`src/design/wav_pcm_stream_deinterleaver_unit_assert.svh`:
```
// Assertion macros shared by the deinterleaver modules.
`ifndef WAV_PCM_STREAM_DEINTERLEAVER_UNIT_ASSERT_SVH
`define WAV_PCM_STREAM_DEINTERLEAVER_UNIT_ASSERT_SVH
`ifndef SYNTHESIS
`define WPD_ASSERT_ALWAYS(lbl, clk, rst_n, expr, msg) \
  lbl: assert property (@(posedge clk) disable iff (!rst_n) (expr)) else $error(msg);
`define WPD_ASSERT_IMPL(lbl, clk, rst_n, ante, cons, msg) \
  lbl: assert property (@(posedge clk) disable iff (!rst_n) (ante) |-> (cons)) else $error(msg);
`else
`define WPD_ASSERT_ALWAYS(lbl, clk, rst_n, expr, msg)
`define WPD_ASSERT_IMPL(lbl, clk, rst_n, ante, cons, msg)
`endif
`endif

```
`src/design/wpd_pkg.sv`:
```
// Types and constants shared by the WAV PCM deinterleaver modules.
`timescale 1ns / 1ps
`default_nettype none
package wpd_pkg;

  localparam logic [5:0] HDR_LEN      = 6'd44;
  localparam logic [5:0] HDR_LAST     = 6'd43;
  localparam logic [5:0] OFF_CHAN_LO  = 6'd22;
  localparam logic [5:0] OFF_CHAN_HI  = 6'd23;
  localparam logic [5:0] OFF_RATE_B0  = 6'd24;
  localparam logic [5:0] OFF_RATE_B1  = 6'd25;
  localparam logic [5:0] OFF_RATE_B2  = 6'd26;
  localparam logic [5:0] OFF_RATE_B3  = 6'd27;
  localparam logic [5:0] OFF_BITS_LO  = 6'd34;
  localparam logic [5:0] OFF_BITS_HI  = 6'd35;

  localparam logic [12:0] BPS_ONE  = 13'd1;
  localparam logic [12:0] BPS_TWO  = 13'd2;
  localparam logic [12:0] BPS_FOUR = 13'd4;

  typedef enum logic {
    KIND_SAMPLE = 1'b0,
    KIND_HEADER = 1'b1
  } wpd_kind_t;

  typedef struct packed {
    wpd_kind_t   kind;
    logic [15:0] num_channels;
    logic [31:0] sample_rate;
    logic [12:0] bytes_per_sample;
    logic        format_error;
    logic [31:0] raw;
  } wpd_item_t;

endpackage
`default_nettype wire

```
`src/design/wpd_front.sv`:
```
// Front end: tracks the header offset, captures header fields and assembles samples.
`timescale 1ns / 1ps
`default_nettype none
module wpd_front (
  input  wire logic             clk,
  input  wire logic             rst_n,
  input  wire logic             in_valid,
  output      logic             in_ready,
  input  wire logic [7:0]       in_data_byte,
  input  wire logic             in_start_of_file,
  input  wire logic             q_full,
  output      logic             q_push,
  output      wpd_pkg::wpd_item_t q_item
);
  import wpd_pkg::*;
  `include "wav_pcm_stream_deinterleaver_unit_assert.svh"

  logic [5:0]  offset_r, offset_nxt;
  logic [15:0] chan_r, chan_nxt;
  logic [31:0] rate_r, rate_nxt;
  logic [15:0] bits_r, bits_nxt;
  logic [31:0] asm_r, asm_nxt;
  logic [1:0]  bis_r, bis_nxt;
  logic        err_r, err_nxt;

  logic        accept;
  logic [5:0]  off_cur;
  logic [1:0]  bis_cur;
  logic        err_cur;
  logic [12:0] width;
  logic        bad;
  logic [31:0] asm_word;

  assign in_ready = !q_full;
  assign accept   = in_valid && in_ready;
  assign off_cur  = in_start_of_file ? 6'd0 : offset_r;
  assign bis_cur  = in_start_of_file ? 2'd0 : bis_r;
  assign err_cur  = in_start_of_file ? 1'b0 : err_r;
  assign width    = bits_r[15:3];
  assign bad      = (bits_r[2:0] != 3'd0)
                 || !((width == BPS_ONE) || (width == BPS_TWO) || (width == BPS_FOUR))
                 || (chan_r == 16'd0);
  assign asm_word = ((bis_cur == 2'd0) ? 32'd0 : asm_r)
                  | ({24'd0, in_data_byte} << {bis_cur, 3'b000});

  always_comb begin
    offset_nxt = offset_r;
    chan_nxt   = chan_r;
    rate_nxt   = rate_r;
    bits_nxt   = bits_r;
    asm_nxt    = asm_r;
    bis_nxt    = bis_r;
    err_nxt    = err_r;
    q_push     = 1'b0;
    q_item.kind             = KIND_SAMPLE;
    q_item.num_channels     = chan_r;
    q_item.sample_rate      = rate_r;
    q_item.bytes_per_sample = width;
    q_item.format_error     = 1'b0;
    q_item.raw              = asm_word;
    if (accept) begin
      bis_nxt = bis_cur;
      err_nxt = err_cur;
      if (off_cur < HDR_LEN) begin
        offset_nxt = off_cur + 6'd1;
        case (off_cur)
          OFF_CHAN_LO: chan_nxt = {chan_r[15:8], in_data_byte};
          OFF_CHAN_HI: chan_nxt = {in_data_byte, chan_r[7:0]};
          OFF_RATE_B0: rate_nxt = {rate_r[31:8], in_data_byte};
          OFF_RATE_B1: rate_nxt = {rate_r[31:16], in_data_byte, rate_r[7:0]};
          OFF_RATE_B2: rate_nxt = {rate_r[31:24], in_data_byte, rate_r[15:0]};
          OFF_RATE_B3: rate_nxt = {in_data_byte, rate_r[23:0]};
          OFF_BITS_LO: bits_nxt = {bits_r[15:8], in_data_byte};
          OFF_BITS_HI: bits_nxt = {in_data_byte, bits_r[7:0]};
          default: ;
        endcase
        if (off_cur == HDR_LAST) begin
          err_nxt             = bad;
          q_push              = 1'b1;
          q_item.kind         = KIND_HEADER;
          q_item.format_error = bad;
          q_item.raw          = 32'd0;
        end
      end else if (!err_cur) begin
        asm_nxt = asm_word;
        if (({11'd0, bis_cur} + 13'd1) < width) begin
          bis_nxt = bis_cur + 2'd1;
        end else begin
          bis_nxt = 2'd0;
          q_push  = 1'b1;
        end
      end
    end
  end

  always_ff @(posedge clk) begin
    if (!rst_n) begin
      offset_r <= 6'd0;
      chan_r   <= 16'd0;
      rate_r   <= 32'd0;
      bits_r   <= 16'd0;
      bis_r    <= 2'd0;
      err_r    <= 1'b0;
    end else begin
      offset_r <= offset_nxt;
      chan_r   <= chan_nxt;
      rate_r   <= rate_nxt;
      bits_r   <= bits_nxt;
      bis_r    <= bis_nxt;
      err_r    <= err_nxt;
    end
  end

  always_ff @(posedge clk) begin
    asm_r <= asm_nxt;
  end

  `WPD_ASSERT_ALWAYS(a_offset_sat, clk, rst_n, offset_r <= HDR_LEN, "header offset passed 44")
  `WPD_ASSERT_IMPL(a_push_accept, clk, rst_n, q_push, accept, "queue push without a transaction")

endmodule
`default_nettype wire

```
`src/design/wpd_queue.sv`:
```
// Two-entry queue between the front end and the output stage.
`timescale 1ns / 1ps
`default_nettype none
module wpd_queue (
  input  wire logic               clk,
  input  wire logic               rst_n,
  input  wire logic               push,
  input  wire wpd_pkg::wpd_item_t push_item,
  output      logic               full,
  input  wire logic               pop,
  output      logic               not_empty,
  output      wpd_pkg::wpd_item_t head_item
);
  import wpd_pkg::*;
  `include "wav_pcm_stream_deinterleaver_unit_assert.svh"

  wpd_item_t  slot_r [2];
  logic       wr_ptr_r, wr_ptr_nxt;
  logic       rd_ptr_r, rd_ptr_nxt;
  logic [1:0] cnt_r, cnt_nxt;

  assign full      = (cnt_r == 2'd2);
  assign not_empty = (cnt_r != 2'd0);
  assign head_item = slot_r[rd_ptr_r];

  always_comb begin
    wr_ptr_nxt = push ? !wr_ptr_r : wr_ptr_r;
    rd_ptr_nxt = pop ? !rd_ptr_r : rd_ptr_r;
    cnt_nxt    = cnt_r + {1'b0, push} - {1'b0, pop};
  end

  always_ff @(posedge clk) begin
    if (!rst_n) begin
      wr_ptr_r <= 1'b0;
      rd_ptr_r <= 1'b0;
      cnt_r    <= 2'd0;
    end else begin
      wr_ptr_r <= wr_ptr_nxt;
      rd_ptr_r <= rd_ptr_nxt;
      cnt_r    <= cnt_nxt;
    end
  end

  always_ff @(posedge clk) begin
    if (push) begin
      slot_r[wr_ptr_r] <= push_item;
    end
  end

  `WPD_ASSERT_ALWAYS(a_cnt_bound, clk, rst_n, cnt_r <= 2'd2, "queue count out of range")
  `WPD_ASSERT_IMPL(a_no_overflow, clk, rst_n, push, !full, "push into a full queue")
  `WPD_ASSERT_IMPL(a_no_underflow, clk, rst_n, pop, not_empty, "pop from an empty queue")

endmodule
`default_nettype wire

```
`src/design/wpd_back.sv`:
```
// Output stage: decodes samples, tags channel and frame, and holds the result register.
`timescale 1ns / 1ps
`default_nettype none
module wpd_back #(
  parameter int FRAME_COUNT_BITS = 32
) (
  input  wire logic               clk,
  input  wire logic               rst_n,
  input  wire logic               q_not_empty,
  input  wire wpd_pkg::wpd_item_t q_head,
  output      logic               q_pop,
  output      logic               out_valid,
  input  wire logic               out_ready,
  output      logic               out_is_header_result,
  output      logic [15:0]        out_num_channels,
  output      logic [31:0]        out_sample_rate,
  output      logic [12:0]        out_bytes_per_sample,
  output      logic               out_format_error,
  output      logic [15:0]        out_channel,
  output      logic [31:0]        out_sample_index,
  output      logic signed [31:0] out_sample_value
);
  import wpd_pkg::*;
  `include "wav_pcm_stream_deinterleaver_unit_assert.svh"

  logic                        valid_r, valid_nxt;
  logic [15:0]                 ch_r, ch_nxt;
  logic [FRAME_COUNT_BITS-1:0] frame_r, frame_nxt;
  logic                        hdr_r;
  logic [15:0]                 nch_r;
  logic [31:0]                 rate_r;
  logic [12:0]                 bps_r;
  logic                        err_r;
  logic [15:0]                 och_r;
  logic [31:0]                 idx_r;
  logic [31:0]                 val_r;
  logic [31:0]                 value;
  logic                        wrap;

  assign q_pop = q_not_empty && (!valid_r || out_ready);
  assign wrap  = (({1'b0, ch_r} + 17'd1) >= {1'b0, q_head.num_channels});

  always_comb begin
    case (q_head.bytes_per_sample)
      BPS_ONE: value = {24'd0, q_head.raw[7:0]};
      BPS_TWO: value = {{16{q_head.raw[15]}}, q_head.raw[15:0]};
      default: value = q_head.raw;
    endcase
  end

  always_comb begin
    valid_nxt = valid_r;
    ch_nxt    = ch_r;
    frame_nxt = frame_r;
    if (out_valid && out_ready) begin
      valid_nxt = 1'b0;
    end
    if (q_pop) begin
      valid_nxt = 1'b1;
      if (q_head.kind == KIND_HEADER) begin
        ch_nxt    = 16'd0;
        frame_nxt = '0;
      end else if (wrap) begin
        ch_nxt    = 16'd0;
        frame_nxt = frame_r + 1'b1;
      end else begin
        ch_nxt = ch_r + 16'd1;
      end
    end
  end

  always_ff @(posedge clk) begin
    if (!rst_n) begin
      valid_r <= 1'b0;
      ch_r    <= 16'd0;
      frame_r <= '0;
    end else begin
      valid_r <= valid_nxt;
      ch_r    <= ch_nxt;
      frame_r <= frame_nxt;
    end
  end

  always_ff @(posedge clk) begin
    if (q_pop) begin
      hdr_r  <= (q_head.kind == KIND_HEADER);
      nch_r  <= q_head.num_channels;
      rate_r <= q_head.sample_rate;
      bps_r  <= q_head.bytes_per_sample;
      err_r  <= q_head.format_error;
      if (q_head.kind == KIND_HEADER) begin
        och_r <= 16'd0;
        idx_r <= 32'd0;
        val_r <= 32'd0;
      end else begin
        och_r <= ch_r;
        idx_r <= 32'(frame_r);
        val_r <= value;
      end
    end
  end

  assign out_valid            = valid_r;
  assign out_is_header_result = hdr_r;
  assign out_num_channels     = nch_r;
  assign out_sample_rate      = rate_r;
  assign out_bytes_per_sample = bps_r;
  assign out_format_error     = err_r;
  assign out_channel          = och_r;
  assign out_sample_index     = idx_r;
  assign out_sample_value     = val_r;

  `WPD_ASSERT_IMPL(a_err_on_header, clk, rst_n, valid_r && !hdr_r, !err_r,
    "format error flagged on a sample result")
  `WPD_ASSERT_IMPL(a_chan_range, clk, rst_n, valid_r && !hdr_r, och_r < nch_r,
    "channel index not below channel count")

endmodule
`default_nettype wire

```
`src/design/wav_pcm_stream_deinterleaver_unit.sv`:
```
// Top level of the WAV PCM stream deinterleaver.
//
// The input channel takes one byte of a WAV file per transaction, in file
// order; in_start_of_file marks offset 0 of a new file. The first 44 bytes
// are a fixed header: channel count, sample rate and bits per sample are
// captured, and on the last header byte one header result is given. Later
// bytes are assembled into samples of 1, 2 or 4 bytes, and each sample
// result carries its channel index and frame number. A file with a format
// error gives no sample results.
// One byte is accepted per cycle while in_ready is high. A result is written
// into a two-entry queue between the byte parser and the output register and
// then moved into the output register, where out_valid rises. The queue lets
// the parser keep taking bytes while a result waits; when the receiver stalls
// and the queue fills, in_ready drops until the output register is taken.
// After reset all counters are zero and the next byte is taken as offset 0.
`timescale 1ns / 1ps
`default_nettype none
module wav_pcm_stream_deinterleaver_unit #(
  parameter int FRAME_COUNT_BITS = 32
) (
  input  wire logic               clk,
  input  wire logic               rst_n,
  input  wire logic               in_valid,
  output      logic               in_ready,
  input  wire logic [7:0]         in_data_byte,
  input  wire logic               in_start_of_file,
  output      logic               out_valid,
  input  wire logic               out_ready,
  output      logic               out_is_header_result,
  output      logic [15:0]        out_num_channels,
  output      logic [31:0]        out_sample_rate,
  output      logic [12:0]        out_bytes_per_sample,
  output      logic               out_format_error,
  output      logic [15:0]        out_channel,
  output      logic [31:0]        out_sample_index,
  output      logic signed [31:0] out_sample_value
);
  import wpd_pkg::*;

  logic      q_full;
  logic      q_push;
  logic      q_pop;
  logic      q_not_empty;
  wpd_item_t push_item;
  wpd_item_t head_item;

  wpd_front u_front (
    .clk              (clk),
    .rst_n            (rst_n),
    .in_valid         (in_valid),
    .in_ready         (in_ready),
    .in_data_byte     (in_data_byte),
    .in_start_of_file (in_start_of_file),
    .q_full           (q_full),
    .q_push           (q_push),
    .q_item           (push_item)
  );

  wpd_queue u_queue (
    .clk       (clk),
    .rst_n     (rst_n),
    .push      (q_push),
    .push_item (push_item),
    .full      (q_full),
    .pop       (q_pop),
    .not_empty (q_not_empty),
    .head_item (head_item)
  );

  wpd_back #(
    .FRAME_COUNT_BITS (FRAME_COUNT_BITS)
  ) u_back (
    .clk                  (clk),
    .rst_n                (rst_n),
    .q_not_empty          (q_not_empty),
    .q_head               (head_item),
    .q_pop                (q_pop),
    .out_valid            (out_valid),
    .out_ready            (out_ready),
    .out_is_header_result (out_is_header_result),
    .out_num_channels     (out_num_channels),
    .out_sample_rate      (out_sample_rate),
    .out_bytes_per_sample (out_bytes_per_sample),
    .out_format_error     (out_format_error),
    .out_channel          (out_channel),
    .out_sample_index     (out_sample_index),
    .out_sample_value     (out_sample_value)
  );

endmodule
`default_nettype wire

```
`config.mk`:
```
export PLATFORM = sky130hd
export DESIGN_NAME = wav_pcm_stream_deinterleaver_unit
export DESIGN_NICKNAME = d
export VERILOG_FILES = /design/src/design/wpd_pkg.sv /design/src/design/wpd_front.sv /design/src/design/wpd_queue.sv /design/src/design/wpd_back.sv /design/src/design/wav_pcm_stream_deinterleaver_unit.sv
export VERILOG_INCLUDE_DIRS = /design/src /design/src/design
export SDC_FILE = /design/constraint.sdc
export NUM_CORES = 1
export LEC_CHECK = 0
export ABC_AREA = 1
export BUFFER_PORTS_ARGS = -buffer_cell sky130_fd_sc_hd__buf_2
export CORE_MARGIN = 2
export CORE_UTILIZATION = 54
export CTS_CLUSTER_DIAMETER = 100
export CTS_CLUSTER_SIZE = 20
export DETAILED_ROUTE_END_ITERATION = 10
export PLACE_DENSITY = 0.8
export SLEW_MARGIN = 20
export SYNTH_ARGS = -nofsm -noshare
export SYNTH_HDL_FRONTEND = slang
export SYNTH_SLANG_ARGS = --single-unit
export TNS_END_PERCENT = 100
```
`constraint.sdc`:
```
create_clock -name clk -period 7.9 [get_ports clk]
set_clock_uncertainty 0.2 [all_clocks]
set_input_delay 0 -clock clk [delete_from_list [all_inputs] [get_ports clk]]
set_output_delay 0 -clock clk [all_outputs]
set_load 0.02 [all_outputs]
```
==> Implementation_results.wiki <==
{| class="wikitable"
! Metric !! Value
|-
| Cell with the largest stage delay on the worst path || sky130_fd_sc_hd__dfxtp_2
|-
| First-pass GRT wire length || slightly above 70000 um
|-
| Violation count after the first detailed-routing iteration || approximately 1200
|-
| Net count after synthesis || a little under 2000
|-
| Number of non-filler instances in the completed layout || approximately 2500
|-
| Share of the yosys chip area belonging to registers || between 60 and 70%
|-
| Status || finished clean
|-
| Core Util, Final || about three fifths
|-
| Vias in the first global route || 13800
|-
| Register-to-register setup slack || roughly 2.7 ns
|-
| Number of buffers added on ports || between 150 and 200
|-
| Die Footprint || ~40000 um2
|-
| # IOs || between 150 and 200
|-
| Kind of cell with the highest combined delay on the critical path || simple AND/OR/NAND/NOR gates
|-
| Leading post-synthesis cells by cell area || sky130_fd_sc_hd__edfxtp_1 54%, sky130_fd_sc_hd__dfxtp_1 13%, sky130_fd_sc_hd__nand2_1 7.9%
|-
| Clock insertion delay at the later pin of the skew report || slightly below 0.6 ns
|-
| CP Cell Sequence || inv_2 -> buf_4 -> or2_2 -> o21ai_0 -> ha_1 -> nand2_1 -> inv_1 -> nand2_1 -> nand2_1 -> nand2_1 -> nand3_1 -> nand2_1 -> nand2_1 -> nand2_1 -> nand2_1 -> nand2_1 -> nand2_4 -> nand2_4 -> nand2_1 -> a21oi_2
|-
| Slowest cell delay on critical path || between 1 and 1.5 ns
|-
| Cell Area, Synth || roughly 20000 um2
|-
| Complex-gate fraction of the synthesized area || between 7 and 8%
|-
| Crit path launch type || flop
|-
| Placed cell count || about 2500
|-
| Overall fraction of global-route tracks in use || between 20% and 30%
|-
| Power Internal || about 4.6 mW
|-
| Final-report setup violation count || 0
|-
| Synthesized area per cell || about 11 um2
|-
| Total clock buffers created by CTS || 28
|-
| Max capacitance violation total || 0
|-
| Final Hold Vio Count || 0
|-
| R2r worst-path depth || 20
|-
| Die width || about 200 um
|-
| Sw Pwr || 2.50 mW
|-
| Classification of the worst-slack hold path || primary input to flop
|-
| Highest Clock Rate || 194 MHz
|-
| Share of total power in combinational logic || around 29%
|-
| Relative contribution of sequential cells to total power || 50.3%
|-
| Cell leakage power || between 8 and 9 nW
|-
| Number of optimization iterations in the first detailed-route pass || 8
|-
| CTS Root Cell || sky130_fd_sc_hd__clkbuf_16
|-
| DRC violations left || 0
|-
| Critical path endpoint category || flop
|-
| Critical Path Stages || 20
|-
| Cell taking the most area after synthesis || sky130_fd_sc_hd__edfxtp_1
|-
| Yosys warnings || 0
|-
| Gr ovfl total || 0
|-
| Setup crit end || u_back.frame_r[30]
|-
| Mux share of post-synthesis cell area || 0.149%
|-
| Type of the worst setup path || flop to flop
|-
| Fraction of power spent switching nets || 35.4%
|-
| Detailed-placement wirelength estimate || between 20000 and 30000 um
|-
| Critical path peak fanout || 51
|-
| Antenna violations before repair || 0
|-
| Final period utilization || between 60% and 70%
|-
| Worst slew slack as a fraction of its limit || a little under a third
|-
| Vias per inst || ~5.5
|-
| Area share of fa/ha/maj cells after synthesis || around 1.7%
|-
| Max-slew violation count || 0
|-
| Ratio of cells with drive above 1 in the final layout || 12.7%
|-
| Final min period || slightly above 5 ns
|-
| Total core area || ~37000 um2
|-
| Largest family of logic cells by synthesized area || simple AND/OR/NAND/NOR gates
|-
| Synthesized instance count || between 1500 and 2000
|-
| Area added between synthesis and finish || 10.9%
|-
| Worst Path Arrival || 5.46 ns
|-
| Post-synthesis share of cell area spent on xor and xnor gates || 1.13%
|-
| Initial Util || a little over half
|-
| Max IR drop VDD || roughly 0.25 mV
|-
| CP Data Required Time || 8.21 ns
|-
| Most common cell on crit path || sky130_fd_sc_hd__nand2_1
|-
| Cell area power density || roughly 320 nW/um2
|-
| Routed wire length || roughly 45000 um
|-
| Number of distinct standard cells referenced by the synthesized netlist || 52
|-
| Clock sink count || around 490
|-
| Clock Power Share || 20.8%
|-
| Maximum level of the CTS H-tree || 1
|-
| Area share of the largest cell type after synthesis || between 50 and 60%
|-
| Number of diodes || 0
|-
| Largest net degree at the start of global routing || between 90 and 100
|-
| Clock tree from TritonCTS || done
|-
| Number of nets with antenna violations after detailed routing || 0
|-
| Simple-gate share of the synthesized area || between 15 and 20%
|-
| Final Net Count || about 2100
|-
| Transition time at the pin with the least slew margin || about 1.0 ns
|-
| Critical register-to-register path endpoint || u_back.frame_r[30]
|-
| Sum of buffers and inverters on the critical path || 3
|-
| Unrepaired setup endpoints after global routing || false
|-
| Max Buffers Root-to-Sink || 3
|-
| Clock-pin slew reported for the worst setup and hold paths after clock tree synthesis || roughly 0.080 ns
|-
| Rows || 70
|-
| Via Count || ~14000
|-
| Average wire per standard cell || between 15 and 20 um
|-
| Sum of negative setup slack || 0 ns
|-
| Synth Register Bits || between 400 and 500
|-
| Die span in y || between 150 and 200 um
|-
| Final GP Congestion || 0.908
|}
-- registers in the layout, indices dropped and copies added, names as in the netlist, 32 cells and up, named ones only --
name and count:
u_front.rate_r 32, u_back.out_sample_value 32, u_front.asm_r 32, u_queue.slot_r 190, u_back.frame_r 32, u_back.out_sample_rate 32, u_back.out_sample_index 32
-- through the flow --
stage               hold slack, ns  total power, mW  cell area [um2]  setup slack (ns)
global route                 0.107             7.42            22400              2.23
finish                       0.104             7.06            22400              2.75
floorplan                  -0.0525             5.04            20200             0.511
CTS                         0.0760             7.12            22400              2.80
detailed placement           0.105             5.65            21400              2.82
global placement             0.100             5.61            21300              2.91
-- worst min-delay path by stage --
| stage | to | from | slack [ns] | depth (start not counted) |
|---|---|---|---|---|
| final | u_front.rate_r[3] | in_data_byte[3] | 0.10 | 4 |
| after global routing | u_front.rate_r[3] | in_data_byte[3] | 0.11 | 4 |
| after CTS | u_front.rate_r[3] | in_data_byte[3] | 0.08 | 4 |
| after detailed placement | u_front.rate_r[7] | in_data_byte[7] | 0.10 | 3 |
| after global placement | u_front.rate_r[2] | in_data_byte[2] | 0.1 | 3 |
| after floorplan | u_front.rate_r[0] | in_data_byte[0] | -0.05 | 2 |
-- power groups by stage --
stage | Sequential (mW) | Clock (mW) | Combinational (mW)
after floorplan | 4.13 | 0 | 0.911
after global placement | 3.61 | 0 | 2.00
after detailed placement | 3.62 | 0 | 2.04
after CTS | 3.56 | 1.50 | 2.05
after global routing | 3.61 | 1.59 | 2.23
final | 3.55 | 1.47 | 2.03
-- final cells by class --
type	count	area (um2)
Inverter	218	821
Tap cell	468	586
Timing Repair Buffer	191	1120
Fill cell	2902	14300
Clock buffer	49	779
Clock inverter	2	25.0
Sequential cell	492	13500
Multi-Input combinational cell	1125	5550
-- metal layers --
layer	track usage, %	up-vias	wire length, um
met1	31.3	6671	18700
li1	-	6698	-
met2	38.8	539	21800
met5	0	-	0
met4	7.35	0	1230
met3	2.99	82	2890
-- logic make-up after synthesis --
kind of cell / after synthesis
muxes: 3
xor gates and xnor gates: 26
AOI/OAI and AO/OA: 296
and+or+nand+nor: 772
adders and majority gates: 28
DFF: 492
buffers and inverters: 292
-- cell usage after synthesis (all sizes together) --
library cell	instances
buf	23
nor3b	2
clkinv	4
o2111ai	1
o21ai	110
mux2i	3
a221oi	1
a211oi	1
dfxtp	127
inv	214
nand4	22
a31oi	1
nor3	35
nand2	433
nand3	66
nand3b	4
ha	28
nor4	11
edfxtp	365
o22ai	24
o21bai	1
nor2	177
xnor2	1
a21o	1
a31o	2
xor2	25
o211ai	1
a21boi	8
or2	21
a21oi	145
clkbuf	51
or3	1
-- worst register-to-register path: stages (launching register included) --
cell                      delay [ns]
sky130_fd_sc_hd__dfxtp_2        1.01
sky130_fd_sc_hd__inv_2          0.73
sky130_fd_sc_hd__buf_4          0.51
sky130_fd_sc_hd__or2_2          0.32
sky130_fd_sc_hd__o21ai_0        0.14
sky130_fd_sc_hd__ha_1           0.31
sky130_fd_sc_hd__nand2_1        0.10
sky130_fd_sc_hd__inv_1          0.04
sky130_fd_sc_hd__nand2_1        0.05
sky130_fd_sc_hd__nand2_1        0.04
sky130_fd_sc_hd__nand2_1        0.05
sky130_fd_sc_hd__nand3_1        0.06
sky130_fd_sc_hd__nand2_1        0.06
sky130_fd_sc_hd__nand2_1        0.04
sky130_fd_sc_hd__nand2_1        0.06
sky130_fd_sc_hd__nand2_1        0.05
sky130_fd_sc_hd__nand2_1        0.38
sky130_fd_sc_hd__nand2_4        0.30
sky130_fd_sc_hd__nand2_4        0.36
sky130_fd_sc_hd__nand2_1        0.13
sky130_fd_sc_hd__a21oi_2        0.14
-- layout by cell type (no fill, tap or decap), types with 3 or more instances in the layout --
cell | netlist | final
sky130_fd_sc_hd__clkbuf_16 | 0 | 28
sky130_fd_sc_hd__nor4_4 | 3 | 3
sky130_fd_sc_hd__buf_2 | 9 | 157
sky130_fd_sc_hd__inv_1 | 206 | 206
sky130_fd_sc_hd__nor2_1 | 171 | 168
sky130_fd_sc_hd__nand4_1 | 22 | 22
sky130_fd_sc_hd__nand2_1 | 426 | 426
sky130_fd_sc_hd__dlygate4sd3_1 | 0 | 21
sky130_fd_sc_hd__o21ai_1 | 5 | 5
sky130_fd_sc_hd__clkinv_1 | 4 | 3
sky130_fd_sc_hd__edfxtp_1 | 365 | 365
sky130_fd_sc_hd__nor4_1 | 8 | 8
sky130_fd_sc_hd__nor2_4 | 2 | 4
sky130_fd_sc_hd__inv_2 | 7 | 8
sky130_fd_sc_hd__xor2_1 | 25 | 25
sky130_fd_sc_hd__mux2i_1 | 3 | 3
sky130_fd_sc_hd__a21boi_0 | 8 | 8
sky130_fd_sc_hd__dfxtp_1 | 127 | 126
sky130_fd_sc_hd__ha_1 | 28 | 28
sky130_fd_sc_hd__or2_2 | 17 | 17
sky130_fd_sc_hd__nor2_2 | 4 | 5
sky130_fd_sc_hd__a21oi_2 | 4 | 3
sky130_fd_sc_hd__nor3_2 | 5 | 5
sky130_fd_sc_hd__a21oi_1 | 141 | 141
sky130_fd_sc_hd__nor3_1 | 30 | 30
sky130_fd_sc_hd__o21ai_0 | 102 | 102
sky130_fd_sc_hd__o22ai_1 | 24 | 24
sky130_fd_sc_hd__buf_4 | 5 | 11
sky130_fd_sc_hd__nand3_1 | 64 | 64
sky130_fd_sc_hd__nand2_2 | 5 | 5
sky130_fd_sc_hd__nand3b_1 | 4 | 4
sky130_fd_sc_hd__clkbuf_1 | 51 | 21
-- timing repair --
action | CTS | global route
endpoints found under the hold margin | 147 | 0
hold buffers | 21 | 0
endpoints found under the setup margin | 0 | 0
gates resized for setup | 0 | 0
setup buffers | 0 | 0
Power figures use the tool's default switching activity.
